`src/tfsm_pkg.sv`:
```
// ----------------------------------------------------------------------------
// tfsm_pkg: shared definitions for the thresholded force and speed mean block
// Field widths, register indexes, reset values and the controller states.
// ----------------------------------------------------------------------------
package tfsm_pkg;

  // Fixed field widths.
  localparam int FORCE_W    = 24;
  localparam int THRESH_W   = 24;
  localparam int PERIOD_W   = 20;
  localparam int FSUM_W     = 45;
  localparam int DSUM_W     = 46;
  localparam int MEANF_W    = 24;
  localparam int MEANV_W    = 32;
  localparam int ACNT_W     = 20;
  localparam int QUO_W      = 32;

  // Microseconds per second, the scale that turns um per sample into um/s.
  localparam int                USEC_W     = 20;
  localparam logic [USEC_W-1:0] USEC_PER_S = 20'd1000000;

  // Default values of the top-level parameters.
  localparam int COUNT_BITS_DEF = 20;
  localparam int COORD_BITS_DEF = 24;

  // Configuration port.
  localparam int CFG_IDX_W  = 1;
  localparam int CFG_DATA_W = 24;

  localparam logic [CFG_IDX_W-1:0] REG_FORCE_THRESHOLD = 1'd0;
  localparam logic [CFG_IDX_W-1:0] REG_SAMPLE_PERIOD   = 1'd1;

  localparam logic [THRESH_W-1:0] THRESH_RST = 24'd10000;
  localparam logic [PERIOD_W-1:0] PERIOD_RST = 20'd2000;

  typedef enum logic [3:0] {
    ST_IDLE,
    ST_SQ,
    ST_ROOT,
    ST_ACC,
    ST_END,
    ST_MUL,
    ST_DIV_F,
    ST_DIV_V,
    ST_FIN
  } tfsm_state_e;

endpackage

```
`src/tfsm_sqsum.sv`:
```
// ----------------------------------------------------------------------------
// tfsm_sqsum: bit-serial sum of three squares
// Three shift-add lanes share one accumulator; one multiplier bit per cycle.
// ----------------------------------------------------------------------------
module tfsm_sqsum #(
  parameter int W = 24
) (
  input  logic             clk_i,
  input  logic             rst_ni,
  input  logic             start_i,
  input  logic [W-1:0]     a_i,
  input  logic [W-1:0]     b_i,
  input  logic [W-1:0]     c_i,
  output logic             busy_o,
  output logic [2*W+1:0]   sum_o
);

  localparam int CW = $clog2(W + 1);

  logic [W-1:0]  a_q, b_q, c_q;
  logic [W-1:0]  am_q, bm_q, cm_q;
  logic [W+1:0]  hi_q;
  logic [W-1:0]  lo_q;
  logic [CW-1:0] cnt_q;
  logic [W+1:0]  pa, pb, pc, addend;
  logic [W+2:0]  acc;

  // Each lane adds its multiplicand when the current multiplier bit is set.
  always_comb begin
    pa     = am_q[0] ? {2'b00, a_q} : '0;
    pb     = bm_q[0] ? {2'b00, b_q} : '0;
    pc     = cm_q[0] ? {2'b00, c_q} : '0;
    addend = pa + pb + pc;
    acc    = {1'b0, hi_q} + {1'b0, addend};
  end

  always_ff @(posedge clk_i or negedge rst_ni) begin
    if (!rst_ni) begin
      cnt_q <= '0;
    end else if (start_i) begin
      cnt_q <= CW'(W);
    end else if (cnt_q != '0) begin
      cnt_q <= cnt_q - CW'(1);
    end
  end

  always_ff @(posedge clk_i) begin
    if (start_i) begin
      a_q  <= a_i;
      b_q  <= b_i;
      c_q  <= c_i;
      am_q <= a_i;
      bm_q <= b_i;
      cm_q <= c_i;
      hi_q <= '0;
      lo_q <= '0;
    end else if (cnt_q != '0) begin
      am_q <= am_q >> 1;
      bm_q <= bm_q >> 1;
      cm_q <= cm_q >> 1;
      hi_q <= acc[W+2:1];
      lo_q <= {acc[0], lo_q[W-1:1]};
    end
  end

  assign busy_o = (cnt_q != '0);
  assign sum_o  = {hi_q, lo_q};

endmodule

```
`src/tfsm_sqrt.sv`:
```
// ----------------------------------------------------------------------------
// tfsm_sqrt: digit-serial integer square root
// Restoring method, one root bit per cycle from two radicand bits.
// ----------------------------------------------------------------------------
module tfsm_sqrt #(
  parameter int IW = 50
) (
  input  logic            clk_i,
  input  logic            rst_ni,
  input  logic            start_i,
  input  logic [IW-1:0]   rad_i,
  output logic            busy_o,
  output logic [IW/2-1:0] root_o,
  output logic            rem_nz_o
);

  localparam int RW = IW / 2;
  localparam int CW = $clog2(RW + 1);

  logic [IW-1:0] rad_q;
  logic [RW-1:0] root_q;
  logic [RW:0]   rem_q;
  logic [CW-1:0] cnt_q;
  logic [RW+2:0] cand, trial, diff;
  logic          ge;

  always_comb begin
    cand  = {rem_q, rad_q[IW-1 -: 2]};
    trial = {1'b0, root_q, 2'b01};
    ge    = (cand >= trial);
    diff  = cand - trial;
  end

  always_ff @(posedge clk_i or negedge rst_ni) begin
    if (!rst_ni) begin
      cnt_q <= '0;
    end else if (start_i) begin
      cnt_q <= CW'(RW);
    end else if (cnt_q != '0) begin
      cnt_q <= cnt_q - CW'(1);
    end
  end

  // The remainder never exceeds twice the partial root, so it fits RW+1 bits.
  always_ff @(posedge clk_i) begin
    if (start_i) begin
      rad_q  <= rad_i;
      root_q <= '0;
      rem_q  <= '0;
    end else if (cnt_q != '0) begin
      rad_q  <= {rad_q[IW-3:0], 2'b00};
      root_q <= {root_q[RW-2:0], ge};
      rem_q  <= ge ? diff[RW:0] : cand[RW:0];
    end
  end

  assign busy_o   = (cnt_q != '0);
  assign root_o   = root_q;
  assign rem_nz_o = (rem_q != '0);

endmodule

```
`src/tfsm_mul.sv`:
```
// ----------------------------------------------------------------------------
// tfsm_mul: bit-serial unsigned multiplier
// Shift-add with a stationary multiplicand, one multiplier bit per cycle.
// ----------------------------------------------------------------------------
module tfsm_mul #(
  parameter int AW = 20,
  parameter int BW = 20
) (
  input  logic             clk_i,
  input  logic             rst_ni,
  input  logic             start_i,
  input  logic [AW-1:0]    a_i,
  input  logic [BW-1:0]    b_i,
  output logic             busy_o,
  output logic [AW+BW-1:0] prod_o
);

  localparam int CW = $clog2(BW + 1);

  logic [AW-1:0] a_q;
  logic [BW-1:0] b_q;
  logic [AW-1:0] hi_q;
  logic [BW-1:0] lo_q;
  logic [CW-1:0] cnt_q;
  logic [AW:0]   acc;

  assign acc = {1'b0, hi_q} + (b_q[0] ? {1'b0, a_q} : '0);

  always_ff @(posedge clk_i or negedge rst_ni) begin
    if (!rst_ni) begin
      cnt_q <= '0;
    end else if (start_i) begin
      cnt_q <= CW'(BW);
    end else if (cnt_q != '0) begin
      cnt_q <= cnt_q - CW'(1);
    end
  end

  always_ff @(posedge clk_i) begin
    if (start_i) begin
      a_q  <= a_i;
      b_q  <= b_i;
      hi_q <= '0;
      lo_q <= '0;
    end else if (cnt_q != '0) begin
      b_q  <= b_q >> 1;
      hi_q <= acc[AW:1];
      lo_q <= {acc[0], lo_q[BW-1:1]};
    end
  end

  assign busy_o = (cnt_q != '0);
  assign prod_o = {hi_q, lo_q};

endmodule

```
`src/tfsm_div.sv`:
```
// ----------------------------------------------------------------------------
// tfsm_div: bit-serial restoring divider
// One quotient bit per cycle; keeps the low quotient bits and a sticky flag
// for any set bit above them.
// ----------------------------------------------------------------------------
module tfsm_div
  import tfsm_pkg::*;
#(
  parameter int NW = 66,
  parameter int DW = 40
) (
  input  logic             clk_i,
  input  logic             rst_ni,
  input  logic             start_i,
  input  logic [NW-1:0]    num_i,
  input  logic [DW-1:0]    den_i,
  output logic             busy_o,
  output logic [QUO_W-1:0] quo_o,
  output logic             quo_ovf_o
);

  localparam int CW = $clog2(NW + 1);

  logic [NW-1:0]    num_q;
  logic [DW-1:0]    den_q;
  logic [DW-1:0]    rem_q;
  logic [QUO_W-1:0] quo_q;
  logic             ovf_q;
  logic [CW-1:0]    cnt_q;
  logic [DW:0]      cand, diff;
  logic             ge;

  always_comb begin
    cand = {rem_q, num_q[NW-1]};
    ge   = (cand >= {1'b0, den_q});
    diff = cand - {1'b0, den_q};
  end

  always_ff @(posedge clk_i or negedge rst_ni) begin
    if (!rst_ni) begin
      cnt_q <= '0;
    end else if (start_i) begin
      cnt_q <= CW'(NW);
    end else if (cnt_q != '0) begin
      cnt_q <= cnt_q - CW'(1);
    end
  end

  always_ff @(posedge clk_i) begin
    if (start_i) begin
      num_q <= num_i;
      den_q <= den_i;
      rem_q <= '0;
      quo_q <= '0;
      ovf_q <= 1'b0;
    end else if (cnt_q != '0) begin
      num_q <= {num_q[NW-2:0], 1'b0};
      rem_q <= ge ? diff[DW-1:0] : cand[DW-1:0];
      quo_q <= {quo_q[QUO_W-2:0], ge};
      ovf_q <= ovf_q | quo_q[QUO_W-1];
    end
  end

  assign busy_o    = (cnt_q != '0);
  assign quo_o     = quo_q;
  assign quo_ovf_o = ovf_q;

endmodule

```
`src/thresholded_force_speed_mean.sv`:
```
// ----------------------------------------------------------------------------
// thresholded_force_speed_mean: mean force and speed over a robot path run
// Counts samples whose force magnitude exceeds a threshold and reports the
// mean force and mean speed of those samples when a run ends.
// ----------------------------------------------------------------------------
//
//   Channel  Direction  Handshake                 Payload
//   -------  ---------  ------------------------  -----------------------------
//   cfg      in         cfg_we_i (write enable)   cfg_idx_i, cfg_wdata_i
//   in       in         in_valid_i / in_ready_o   pos_x/y/z_i, force_x/y/z_i,
//                                                 last_sample_i
//   out      out        out_valid_o / out_ready_i mean_force_o, mean_velocity_o,
//                                                 accepted_count_o, overflow_o
//
// An ordinary item runs through the bit-serial squaring lanes and then the
// digit-serial square roots before the next item is accepted. The item that
// ends a run then also passes the serial multipliers, which form the divisor
// and the scaled distance, and one shared 66-step divider that runs twice.
// Reset puts both registers at their documented values and clears the run.
// A finished result waits in an output register; new items are accepted
// meanwhile, and only the next end of run stalls until that result is taken.
//
// ----------------------------------------------------------------------------
module thresholded_force_speed_mean
  import tfsm_pkg::*;
#(
  parameter int COUNT_BITS = COUNT_BITS_DEF,
  parameter int COORD_BITS = COORD_BITS_DEF
) (
  input  logic                         clk_i,
  input  logic                         rst_ni,
  // Configuration write port.
  input  logic                         cfg_we_i,
  input  logic [CFG_IDX_W-1:0]         cfg_idx_i,
  input  logic [CFG_DATA_W-1:0]        cfg_wdata_i,
  // Sample input channel.
  input  logic                         in_valid_i,
  output logic                         in_ready_o,
  input  logic signed [COORD_BITS-1:0] pos_x_i,
  input  logic signed [COORD_BITS-1:0] pos_y_i,
  input  logic signed [COORD_BITS-1:0] pos_z_i,
  input  logic signed [FORCE_W-1:0]    force_x_i,
  input  logic signed [FORCE_W-1:0]    force_y_i,
  input  logic signed [FORCE_W-1:0]    force_z_i,
  input  logic                         last_sample_i,
  // Result output channel.
  output logic                         out_valid_o,
  input  logic                         out_ready_i,
  output logic [MEANF_W-1:0]           mean_force_o,
  output logic [MEANV_W-1:0]           mean_velocity_o,
  output logic [ACNT_W-1:0]            accepted_count_o,
  output logic                         overflow_o
);

  // The squared force magnitude has 2*24+2 bits and its root 25 bits; the
  // squared distance has 2*COORD_BITS+2 bits and its root COORD_BITS+1 bits.
  localparam int FMAG_IW = 2 * FORCE_W + 2;
  localparam int FMAG_RW = FORCE_W + 1;
  localparam int DIST_IW = 2 * COORD_BITS + 2;
  localparam int DIST_RW = COORD_BITS + 1;
  // The divisor is period times count; the dividend is distance times 10^6.
  localparam int DEN_W   = PERIOD_W + COUNT_BITS;
  localparam int NUM_W   = DSUM_W + USEC_W;

  localparam logic [COUNT_BITS-1:0] CNT_MAX = {COUNT_BITS{1'b1}};

  // Magnitude of a two's complement force component.
  function automatic logic [FORCE_W-1:0] abs_force(input logic [FORCE_W-1:0] f);
    abs_force = f[FORCE_W-1] ? (~f + FORCE_W'(1)) : f;
  endfunction

  // Distance along one axis. Both differences are formed side by side and
  // the sign of the forward one picks the non-negative result.
  function automatic logic [COORD_BITS-1:0] abs_diff(input logic [COORD_BITS-1:0] a,
                                                     input logic [COORD_BITS-1:0] b);
    logic [COORD_BITS:0] fwd;
    logic [COORD_BITS:0] bwd;
    fwd = {a[COORD_BITS-1], a} - {b[COORD_BITS-1], b};
    bwd = {b[COORD_BITS-1], b} - {a[COORD_BITS-1], a};
    abs_diff = fwd[COORD_BITS] ? bwd[COORD_BITS-1:0] : fwd[COORD_BITS-1:0];
  endfunction

  // --------------------------------------------------------------------------
  // Registers
  // --------------------------------------------------------------------------
  tfsm_state_e state_q, state_d;

  logic [THRESH_W-1:0]   thresh_q;
  logic [PERIOD_W-1:0]   period_q;

  // Current sample, held while it is being processed.
  logic [COORD_BITS-1:0] pos_x_q, pos_y_q, pos_z_q;
  logic                  last_q;

  // Run state.
  logic [COORD_BITS-1:0] prev_x_q, prev_y_q, prev_z_q;
  logic [COORD_BITS-1:0] prev_x_d, prev_y_d, prev_z_d;
  logic [FSUM_W-1:0]     fsum_q, fsum_d;
  logic [DSUM_W-1:0]     dsum_q, dsum_d;
  logic [COUNT_BITS-1:0] count_q, count_d;
  logic                  sat_q, sat_d;

  // Means of the run being closed.
  logic [MEANF_W-1:0]    mf_q, mf_d;
  logic [MEANV_W-1:0]    mv_q, mv_d;

  // Output register.
  logic                  out_valid_q;
  logic [MEANF_W-1:0]    out_mf_q;
  logic [MEANV_W-1:0]    out_mv_q;
  logic [ACNT_W-1:0]     out_cnt_q;
  logic                  out_ovf_q;

  // --------------------------------------------------------------------------
  // Datapath signals
  // --------------------------------------------------------------------------
  logic                  in_accept;
  logic                  sqrt_start, mul_start, div_start, fin_go;
  logic                  fsq_busy, dsq_busy, fsqrt_busy, dsqrt_busy;
  logic                  den_busy, num_busy, div_busy;
  logic [FMAG_IW-1:0]    fsq_sum;
  logic [DIST_IW-1:0]    dsq_sum;
  logic [FMAG_RW-1:0]    fmag;
  logic                  frem_nz;
  logic [DIST_RW-1:0]    step_len;
  logic                  hit;
  logic [FSUM_W:0]       fsum_add;
  logic [DSUM_W:0]       dsum_add;
  logic [PERIOD_W-1:0]   per_eff;
  logic [DEN_W-1:0]      den_prod;
  logic [NUM_W-1:0]      num_prod;
  logic [NUM_W-1:0]      div_num;
  logic [DEN_W-1:0]      div_den;
  logic [QUO_W-1:0]      div_quo;
  logic                  div_ovf;
  logic [COUNT_BITS+ACNT_W-1:0] cnt_wide;
  logic [ACNT_W-1:0]     cnt_cap;

  assign in_ready_o = (state_q == ST_IDLE);
  assign in_accept  = in_valid_i && in_ready_o;

  // --------------------------------------------------------------------------
  // Configuration registers
  // --------------------------------------------------------------------------
  always_ff @(posedge clk_i or negedge rst_ni) begin
    if (!rst_ni) begin
      thresh_q <= THRESH_RST;
      period_q <= PERIOD_RST;
    end else if (cfg_we_i) begin
      case (cfg_idx_i)
        REG_FORCE_THRESHOLD: thresh_q <= cfg_wdata_i[THRESH_W-1:0];
        REG_SAMPLE_PERIOD:   period_q <= cfg_wdata_i[PERIOD_W-1:0];
        default:             ;
      endcase
    end
  end

  // A zero period would make the divisor vanish, so it counts as one.
  assign per_eff = (period_q == '0) ? PERIOD_W'(1) : period_q;

  // --------------------------------------------------------------------------
  // Squaring lanes and square roots. Both magnitudes are worked out for every
  // sample; the threshold decision uses the force root and its remainder.
  // --------------------------------------------------------------------------
  tfsm_sqsum #(.W(FORCE_W)) u_fsq (
    .clk_i   (clk_i),
    .rst_ni  (rst_ni),
    .start_i (in_accept),
    .a_i     (abs_force(force_x_i)),
    .b_i     (abs_force(force_y_i)),
    .c_i     (abs_force(force_z_i)),
    .busy_o  (fsq_busy),
    .sum_o   (fsq_sum)
  );

  tfsm_sqsum #(.W(COORD_BITS)) u_dsq (
    .clk_i   (clk_i),
    .rst_ni  (rst_ni),
    .start_i (in_accept),
    .a_i     (abs_diff(pos_x_i, prev_x_q)),
    .b_i     (abs_diff(pos_y_i, prev_y_q)),
    .c_i     (abs_diff(pos_z_i, prev_z_q)),
    .busy_o  (dsq_busy),
    .sum_o   (dsq_sum)
  );

  tfsm_sqrt #(.IW(FMAG_IW)) u_fsqrt (
    .clk_i    (clk_i),
    .rst_ni   (rst_ni),
    .start_i  (sqrt_start),
    .rad_i    (fsq_sum),
    .busy_o   (fsqrt_busy),
    .root_o   (fmag),
    .rem_nz_o (frem_nz)
  );

  tfsm_sqrt #(.IW(DIST_IW)) u_dsqrt (
    .clk_i    (clk_i),
    .rst_ni   (rst_ni),
    .start_i  (sqrt_start),
    .rad_i    (dsq_sum),
    .busy_o   (dsqrt_busy),
    .root_o   (step_len),
    .rem_nz_o ()
  );

  // The magnitude exceeds the threshold exactly when the integer root is
  // larger, or equal with a nonzero remainder.
  assign hit = (fmag > {1'b0, thresh_q}) || ((fmag == {1'b0, thresh_q}) && frem_nz);

  // A carry out of the sum width means the sum saturates.
  assign fsum_add = {1'b0, fsum_q} + (FSUM_W + 1)'(fmag);
  assign dsum_add = {1'b0, dsum_q} + (DSUM_W + 1)'(step_len);

  // --------------------------------------------------------------------------
  // End-of-run arithmetic: serial multipliers, then one shared divider that
  // first yields the mean force and then the mean speed.
  // --------------------------------------------------------------------------
  tfsm_mul #(.AW(PERIOD_W), .BW(COUNT_BITS)) u_den_mul (
    .clk_i   (clk_i),
    .rst_ni  (rst_ni),
    .start_i (mul_start),
    .a_i     (per_eff),
    .b_i     (count_q),
    .busy_o  (den_busy),
    .prod_o  (den_prod)
  );

  tfsm_mul #(.AW(DSUM_W), .BW(USEC_W)) u_num_mul (
    .clk_i   (clk_i),
    .rst_ni  (rst_ni),
    .start_i (mul_start),
    .a_i     (dsum_q),
    .b_i     (USEC_PER_S),
    .busy_o  (num_busy),
    .prod_o  (num_prod)
  );

  // While the force quotient is running the speed operands are selected, so
  // they are in place when the second division starts.
  always_comb begin
    if (state_q == ST_DIV_F) begin
      div_num = num_prod;
      div_den = den_prod;
    end else begin
      div_num = NUM_W'(fsum_q);
      div_den = DEN_W'(count_q);
    end
  end

  tfsm_div #(.NW(NUM_W), .DW(DEN_W)) u_div (
    .clk_i     (clk_i),
    .rst_ni    (rst_ni),
    .start_i   (div_start),
    .num_i     (div_num),
    .den_i     (div_den),
    .busy_o    (div_busy),
    .quo_o     (div_quo),
    .quo_ovf_o (div_ovf)
  );

  // The reported count is capped at the width of the output field.
  always_comb begin
    cnt_wide = {{ACNT_W{1'b0}}, count_q};
    if (cnt_wide > (COUNT_BITS + ACNT_W)'({ACNT_W{1'b1}})) begin
      cnt_cap = {ACNT_W{1'b1}};
    end else begin
      cnt_cap = cnt_wide[ACNT_W-1:0];
    end
  end

  // --------------------------------------------------------------------------
  // Sequencer
  // --------------------------------------------------------------------------
  always_comb begin
    state_d    = state_q;
    sqrt_start = 1'b0;
    mul_start  = 1'b0;
    div_start  = 1'b0;
    fin_go     = 1'b0;
    prev_x_d   = prev_x_q;
    prev_y_d   = prev_y_q;
    prev_z_d   = prev_z_q;
    fsum_d     = fsum_q;
    dsum_d     = dsum_q;
    count_d    = count_q;
    sat_d      = sat_q;
    mf_d       = mf_q;
    mv_d       = mv_q;

    case (state_q)
      ST_IDLE: begin
        if (in_accept) begin
          state_d = ST_SQ;
        end
      end

      ST_SQ: begin
        if (!fsq_busy && !dsq_busy) begin
          sqrt_start = 1'b1;
          state_d    = ST_ROOT;
        end
      end

      ST_ROOT: begin
        if (!fsqrt_busy && !dsqrt_busy) begin
          state_d = ST_ACC;
        end
      end

      // A counted sample adds to both sums and becomes the previous position.
      // At full count the count holds but the sums still move.
      ST_ACC: begin
        if (hit) begin
          if (fsum_add[FSUM_W]) begin
            fsum_d = '1;
            sat_d  = 1'b1;
          end else begin
            fsum_d = fsum_add[FSUM_W-1:0];
          end
          if (dsum_add[DSUM_W]) begin
            dsum_d = '1;
            sat_d  = 1'b1;
          end else begin
            dsum_d = dsum_add[DSUM_W-1:0];
          end
          if (count_q == CNT_MAX) begin
            sat_d = 1'b1;
          end else begin
            count_d = count_q + COUNT_BITS'(1);
          end
          prev_x_d = pos_x_q;
          prev_y_d = pos_y_q;
          prev_z_d = pos_z_q;
        end
        state_d = last_q ? ST_END : ST_IDLE;
      end

      // With no counted sample both means are zero and no division runs.
      ST_END: begin
        if (count_q == '0) begin
          mf_d    = '0;
          mv_d    = '0;
          state_d = ST_FIN;
        end else begin
          mul_start = 1'b1;
          state_d   = ST_MUL;
        end
      end

      ST_MUL: begin
        if (!den_busy && !num_busy) begin
          div_start = 1'b1;
          state_d   = ST_DIV_F;
        end
      end

      ST_DIV_F: begin
        if (!div_busy) begin
          if (div_ovf || (div_quo[QUO_W-1:MEANF_W] != '0)) begin
            mf_d = '1;
          end else begin
            mf_d = div_quo[MEANF_W-1:0];
          end
          div_start = 1'b1;
          state_d   = ST_DIV_V;
        end
      end

      ST_DIV_V: begin
        if (!div_busy) begin
          mv_d    = div_ovf ? '1 : div_quo;
          state_d = ST_FIN;
        end
      end

      // Hand the result to the output register once it is free, then start
      // a new run from the origin.
      ST_FIN: begin
        if (!out_valid_q || out_ready_i) begin
          fin_go   = 1'b1;
          prev_x_d = '0;
          prev_y_d = '0;
          prev_z_d = '0;
          fsum_d   = '0;
          dsum_d   = '0;
          count_d  = '0;
          sat_d    = 1'b0;
          state_d  = ST_IDLE;
        end
      end

      default: begin
        state_d = ST_IDLE;
      end
    endcase
  end

  always_ff @(posedge clk_i or negedge rst_ni) begin
    if (!rst_ni) begin
      state_q  <= ST_IDLE;
      prev_x_q <= '0;
      prev_y_q <= '0;
      prev_z_q <= '0;
      fsum_q   <= '0;
      dsum_q   <= '0;
      count_q  <= '0;
      sat_q    <= 1'b0;
    end else begin
      state_q  <= state_d;
      prev_x_q <= prev_x_d;
      prev_y_q <= prev_y_d;
      prev_z_q <= prev_z_d;
      fsum_q   <= fsum_d;
      dsum_q   <= dsum_d;
      count_q  <= count_d;
      sat_q    <= sat_d;
    end
  end

  always_ff @(posedge clk_i) begin
    if (in_accept) begin
      pos_x_q <= pos_x_i;
      pos_y_q <= pos_y_i;
      pos_z_q <= pos_z_i;
      last_q  <= last_sample_i;
    end
    mf_q <= mf_d;
    mv_q <= mv_d;
  end

  // --------------------------------------------------------------------------
  // Output register
  // --------------------------------------------------------------------------
  always_ff @(posedge clk_i or negedge rst_ni) begin
    if (!rst_ni) begin
      out_valid_q <= 1'b0;
    end else if (fin_go) begin
      out_valid_q <= 1'b1;
    end else if (out_ready_i) begin
      out_valid_q <= 1'b0;
    end
  end

  always_ff @(posedge clk_i) begin
    if (fin_go) begin
      out_mf_q  <= mf_q;
      out_mv_q  <= mv_q;
      out_cnt_q <= cnt_cap;
      out_ovf_q <= sat_q;
    end
  end

  assign out_valid_o      = out_valid_q;
  assign mean_force_o     = out_mf_q;
  assign mean_velocity_o  = out_mv_q;
  assign accepted_count_o = out_cnt_q;
  assign overflow_o       = out_ovf_q;

  // --------------------------------------------------------------------------
  // Assertions
  // --------------------------------------------------------------------------

  // The roots are complete before the sample is folded into the run.
  a_roots_done: assert property (@(posedge clk_i) disable iff (!rst_ni)
    state_q == ST_ACC |-> !fsqrt_busy && !dsqrt_busy)
    else $error("sample accumulated while a square root is still running");

  // Every division is started with a nonzero divisor.
  a_div_den: assert property (@(posedge clk_i) disable iff (!rst_ni)
    div_start |-> div_den != '0)
    else $error("division started with a zero divisor");

  // A result that waits for the consumer is never overwritten.
  a_no_overwrite: assert property (@(posedge clk_i) disable iff (!rst_ni)
    out_valid_q && !out_ready_i |-> !fin_go)
    else $error("pending result overwritten");

  // Closing a run leaves the run state cleared.
  a_run_cleared: assert property (@(posedge clk_i) disable iff (!rst_ni)
    fin_go |=> count_q == '0 && fsum_q == '0 && dsum_q == '0 && !sat_q)
    else $error("run state not cleared after a result");

endmodule

```
`config.mk`:
```
export PLATFORM = sky130hd
export DESIGN_NAME = thresholded_force_speed_mean
export DESIGN_NICKNAME = d
export VERILOG_FILES = /design/src/tfsm_pkg.sv /design/src/tfsm_sqsum.sv /design/src/tfsm_sqrt.sv /design/src/tfsm_mul.sv /design/src/tfsm_div.sv /design/src/thresholded_force_speed_mean.sv
export SDC_FILE = /design/constraint.sdc
export NUM_CORES = 2
export LEC_CHECK = 0
export BUFFER_PORTS_ARGS = -buffer_cell sky130_fd_sc_hd__buf_2
export CORE_MARGIN = 2
export CORE_UTILIZATION = 51
export CTS_CLUSTER_SIZE = 16
export DETAILED_ROUTE_END_ITERATION = 8
export HOLD_SLACK_MARGIN = 0.02
export PLACE_DENSITY = 0.67
export REMOVE_ABC_BUFFERS = 1
export SETUP_SLACK_MARGIN = 0.05
export SYNTH_ARGS = -nofsm -noshare
export SYNTH_HDL_FRONTEND = slang
export SYNTH_SLANG_ARGS = --single-unit
```
`constraint.sdc`:
```
create_clock -name clk_i -period 10.11 [get_ports clk_i]
set_clock_uncertainty 0.05 [all_clocks]
set_input_delay 3.033 -clock clk_i [delete_from_list [all_inputs] [get_ports clk_i]]
set_output_delay 3.033 -clock clk_i [all_outputs]
set_load 0.005 [all_outputs]
```
== Yosys cells after proc, flatten, opt, wreduce, memory -nomap -nowiden ==
Cells that the tools add are included.

* $add $sub $neg: 30
* Order comparisons: 4
* Eq/ne operators: 21
* Mux-type cells: 107
* Bitwise operators: 5
* Reductions and logical operators: 46

{| class="wikitable"
|+ Operators with widths
! operator !! count
|-
| $mux 24 || 31
|-
| $mux 50 || 4
|-
| $mux 66 || 3
|-
| $pmux 24 s2 || 4
|-
| $mux 46 || 4
|-
| $mux 20 || 7
|-
| $mux 45 || 3
|-
| $add 26x26->26 || 4
|-
| $mux 32 || 3
|-
| $pmux 46 s2 || 1
|-
| $pmux 45 s2 || 1
|-
| $sub 24x24->25 || 3
|-
| $add 24x1->24 const B || 3
|-
| $not 24->24 || 3
|-
| $sub 24x24->24 || 3
|-
| $pmux 32 s2 || 1
|-
| $mux 5 || 12
|-
| $ge 28x27->1 || 2
|-
| $add 26x26->27 || 2
|-
| $mux 26 || 2
|-
| $sub 26x26->26 || 2
|-
| $add 46x25->47 || 1
|-
| $add 46x47->47 || 1
|-
| $add 45x25->46 || 1
|-
| other kinds (40) || 112
|}

* Register bits: 1457
* Input port bits: 175
* Output and inout port bits: 79
* Logic and storage cells: 277

== Depth between registers and ports, before layout ==
* Depth in word-level cells: 6
* Mapped depth: 27
* Mapped depth without buffers: 27

== Cells and area by module ==
Synthesis repeated with hierarchy kept, for this count alone.

* Cells, all modules: 8222
* Area, all modules: 82860.7 um^2

{| class="wikitable"
|+ By module, submodules not included
! module !! instances !! cells each !! area an instance (um^2) !! seq. area each (um^2)
|-
| thresholded_force_speed_mean || 1 || 3099 || 29233.0 || 12030.3
|-
| tfsm_sqrt || 2 || 611 || 5870.6 || 2647.5
|-
| tfsm_sqsum (u_fsq) || 1 || 872 || 10253.6 || 5450.2
|-
| tfsm_sqsum (u_dsq) || 1 || 827 || 9879.5 || 5450.2
|-
| tfsm_div || 1 || 940 || 9705.6 || 4819.6
|-
| tfsm_mul (u_num_mul) || 1 || 827 || 7727.4 || 3428.3
|-
| tfsm_mul (u_den_mul) || 1 || 435 || 4320.4 || 2127.0
|}

== Worst setup path before layout ==
No wires, ideal clock.

* Kind: in2reg
* From: input in_valid_i
* To: register last_q (enable)
* Setup time: 0.666 ns
* Data arrival time: 9.549 ns
* Required time: 9.394 ns
* Slack: -0.155 ns
* Stages: 4
* Buffers on the path: 2
* Path through: nand2_1 > inv_2 > clkbuf_1 > clkbuf_1

* Word-level cells in the longest chain between the ends: 1

{| class="wikitable"
|+ Ends and longest elaborated chain
! item !! RTL line !! text
|-
| start: declaration || thresholded_force_speed_mean.sv:37 || <nowiki>input logic in_valid_i,</nowiki>
|-
| $logic_and 1x1->1 || thresholded_force_speed_mean.sv:140 || <nowiki>assign in_accept = in_valid_i && in_ready_o;</nowiki>
|-
| net in_accept || thresholded_force_speed_mean.sv:117 || <nowiki>logic in_accept;</nowiki>
|-
| end signal: assignment || thresholded_force_speed_mean.sv:426 || <nowiki>last_q <= last_sample_i;</nowiki>
|-
| end: declaration || thresholded_force_speed_mean.sv:93 || <nowiki>logic last_q;</nowiki>
|}

The timed path passes the listed nets, and every way through them passes these cells.
A chain may end at the register's enable or synchronous reset.

== Final worst setup path ==
* From: register u_fsq.cm_q[0]
* To: register u_fsq.hi_q[25]

* Word-level cells in the longest chain between the ends: 3

{| class="wikitable"
|+ Ends and longest elaborated chain
! item !! RTL line !! text
|-
| start: declaration || tfsm_sqsum.sv:21 || <nowiki>logic [W-1:0] am_q, bm_q, cm_q;</nowiki>
|-
| start signal: assignment || tfsm_sqsum.sv:54 || <nowiki>cm_q <= c_i;</nowiki>
|-
| start signal: assignment || tfsm_sqsum.sv:60 || <nowiki>cm_q <= cm_q >> 1;</nowiki>
|-
| $mux 24 || tfsm_sqsum.sv:32 || <nowiki>pc = cm_q[0] ? {2'b00, c_q} : '0;</nowiki>
|-
| $add 26x26->26 || tfsm_sqsum.sv:33 || <nowiki>addend = pa + pb + pc;</nowiki>
|-
| $add 26x26->27 || tfsm_sqsum.sv:34 || <nowiki>acc = {1'b0, hi_q} + {1'b0, addend};</nowiki>
|-
| end signal: assignment || tfsm_sqsum.sv:61 || <nowiki>hi_q <= acc[W+2:1];</nowiki>
|-
| end: declaration || tfsm_sqsum.sv:22 || <nowiki>logic [W+1:0] hi_q;</nowiki>
|}

No other way between the ends.

==> flow_summary.toml <==
[layout]
regArea_um2 = 38400
n_fill_cell = 14000
nets = 9584
syn2layout_area_growth_pct = 9.87
multiInputGateArea_um2 = 39800
final_cell_area_um2 = 89600
drive_gt1_frac = 0.0819

[critical_path]
slowest_stage = "edfxtp_1"
crit_path_end = "u_fsq.hi_q[25]"
startpoint = "u_fsq.cm_q[0]"
cp-start-kind = "register"
r2r_start = "u_fsq.cm_q[0]"
worstPathArrival_ns = 7.12
worstPathMaxFanout = 24
regToRegSetupSlack_ns = 3.58
crit_path_max_incr_delay_ns = 0.87
crit_type = "register to register"
path_cells = "nand2_1 -> fa_1 -> inv_1 -> ha_1 -> a21o_1 -> a21oi_1 -> nand2b_1 -> a21oi_1 -> a211oi_1 -> o21bai_1 -> a21boi_0 -> o2111ai_1 -> a21oi_1 -> xnor2_1 -> ha_1 -> and4_1 -> nand2_1 -> or3b_2 -> a21oi_1 -> o21a_1 -> o21ai_0 -> a2111oi_0 -> nor4_1"
crit_top_cell = "a21oi_1"
crit_required_ns = 10.71
worstReg2RegEnd = "u_fsq.hi_q[25]"
ff2ff_path_depth = 23
worst_setup_path_end_kind = "register"

[synth]
synth_top_cell_by_area = "edfxtp_1"
ys.flop_type = "edfxtp_1"
yosysTopAreaCellShare = 0.289
syn-cell-area_um2 = 81600
synth.avg_cell_area_um2 = 9.24
yosysWarnings = 0
yosysSeqAreaShare = 0.471
yosys-top-cells-area = "edfxtp_1 (29%), dfxtp_1 (9.8%), nand2_1 (8.7%)"
synth_common_cells = "nand2_1 (1901), edfxtp_1 (786), a21oi_1 (726)"
syn_inst = 8828
synth_async_sr_flop_share = 0.185
synth_most_common_cell = "nand2_1"
ys_seq_elements = 1457
yosysUniqueCellTypes = 89
synth_edf_count = 786

[worst_hold_path]
min-delay-start = "mf_q[22]"
min_path_type = "register to register"

[drt]
route.detailed.drc = 0
wl_per_cell_um = 17.1
num_vias = 62000
drtIter0Drc = 4558
totalWireLength_mm = 189
ant_nets = 0
first_pass_iters = 9
avgViaCountPerCell = 5.60

[power]
power_density_nw_per_um2 = 370
seqPwrFrac = 0.311
switchingPower_w = 0.0136
p_sw_frac = 0.412
p_int_w = 0.0195
p_comb_frac = 0.513
ir_worst_vdd_v = 0.000241
clockPowerShare = 0.176
p_leak_nw = 39.4

[grt]
grt_first_pass_wirelength_mm = 310
antenna_found_initial = 5
grt_max_degree = 153
track_usage = 0.229
grt_overflow = 0
first_global_vias = 60100

[floorplanning]
die_w_um = 404
core_area_um2 = 159000
ios = 254
dieArea_um2 = 163000
rows = 146
start_util = 0.515
die_y_um = 404

[timing]
setup_violations = 0
drv_slew = 0
grt_setup_unrepaired = "false"
relSlewSlack = 0.215
tightest_slew_ns = 1.18
finalHoldViolations = 0
fin_crit_ns = 6.53
setup_ws_ns = 3.58
finalSetupTns_ns = 0
timing.fmax_mhz = 153
period_share = 0.645
holdWs_ns = 0.367

[clock_network]
cts_resized = 0
clock_path_buffers = 3
h-tree-depth = 4
post_cts_buffers = 0
insertion_delay_ns = 0.81
cts_tree = "yes"
cts-root-buf = "clkbuf_16"
cts_buffers = 159
clock-sinks = 1457
ctsHoldBuffers = 0
clkTransAtPathRegs_ns = 0.06

[job]
drv_cap = 0

[placement]
gp_congestion = 0.885
pre_cts_ws_ns = 2.87
dp_hpwl_mm = 131
place_area_um2 = 84400
io_buffers = 253

[outcome]
status = "completed"
critical path: cells and delay by family (launching register included):
kind	cells	cell delay [ns]
xor+xnor	1	0.14
simple gates	6	1.28
fa+ha+maj	3	1.20
compound gates	12	2.80
buf+inv	1	0.06
flops	1	0.87
cell usage in the layout, fill, tap and decap left out, drive strengths merged, types with 23 or more instances in the layout:
master	n
o21bai	47
nor4	41
buf	310
a21boi	23
or2	29
o21ai	543
edfxtp	786
nor2	457
mux2	90
or3	41
a211oi	89
o21a	82
dfxtp	401
inv	503
mux2i	110
fa	63
clkbuf	208
clkinv	62
and3	62
a31oi	66
dfrtp	259
nor2b	64
ha	487
a21oi	728
and2	135
nand3	154
a21o	246
xnor2	280
o31ai	31
nand4	53
o211ai	30
nand2b	59
nand2	1901
xor2	112
nor3	124
final cells by class:
class / instances / share of cell area
multi-input combinational: 6433 / 0.444
sequential: 1457 / 0.428
inverter: 498 / 0.0210
clock buffer: 208 / 0.0480
tap: 2072 / 0.0289
antenna: 5 / 0.000140
timing repair buffer: 310 / 0.0194
clock inverter: 90 / 0.0104
worst min-delay path by stage:
stage	end	cells after the start	slack, ns
floorplan	mean_force_o[0]	0	0.35
global placement	mean_force_o[22]	0	0.35
detailed placement	mean_force_o[3]	0	0.35
CTS	mean_force_o[22]	0	0.37
global route	mean_force_o[22]	0	0.38
finish	mean_force_o[22]	0	0.37
layer usage:
metal,routed length [µm],global-route usage
met2,89200,0.386
met1,86800,0.311
met5,20,0
met4,4580,0.0659
met3,8450,0.0296
power groups by stage:
stage	combinational, W	clock [W]	sequential, W
floorplan	0.0135	0	0.00996
detailed placement	0.0169	0	0.0104
finish	0.0170	0.00582	0.0103
CTS	0.0170	0.00595	0.0103
global placement	0.0164	0	0.0103
global route	0.0193	0.00617	0.0106
registers in the layout, summed over array words and instances, names as in the netlist, 25 cells and up:
signal and flops:
u_div.num_q 66, u_dsqrt.rad_q 50, u_fsqrt.rad_q 50, dsum_q 46
u_num_mul.a_q 46, u_num_mul.hi_q 46, fsum_q 45, u_div.den_q 40
u_div.rem_q 40, mean_velocity_o 32, mv_q 32, u_div.quo_o 32
u_dsq.hi_q 26, u_dsqrt.rem_q 26, u_fsq.hi_q 26, u_fsqrt.rem_q 26
u_dsqrt.root_o 25, u_fsqrt.root_o 25
through the flow:
stage,instances,util,total power (W)
3_3_place_gp,10800,0.532,0.0268
5_1_grt,11100,0.565,0.0360
3_5_place_dp,10800,0.532,0.0273
6_report,11100,0.565,0.0331
4_1_cts,11100,0.565,0.0332
2_1_floorplan,8388,-,0.0235
cell families after synthesis:
| kind of cell | after synthesis | synth area share |
|---|---|---|
| fa+ha+maj | 550 | 0.0902 |
| xor+xnor | 392 | 0.0421 |
| flops | 1457 | 0.471 |
| simple gates | 3185 | 0.169 |
| buf+inv | 938 | 0.0438 |
| compound gates | 2106 | 0.158 |
| mux | 200 | 0.0259 |
Power figures use the tool's default switching activity.
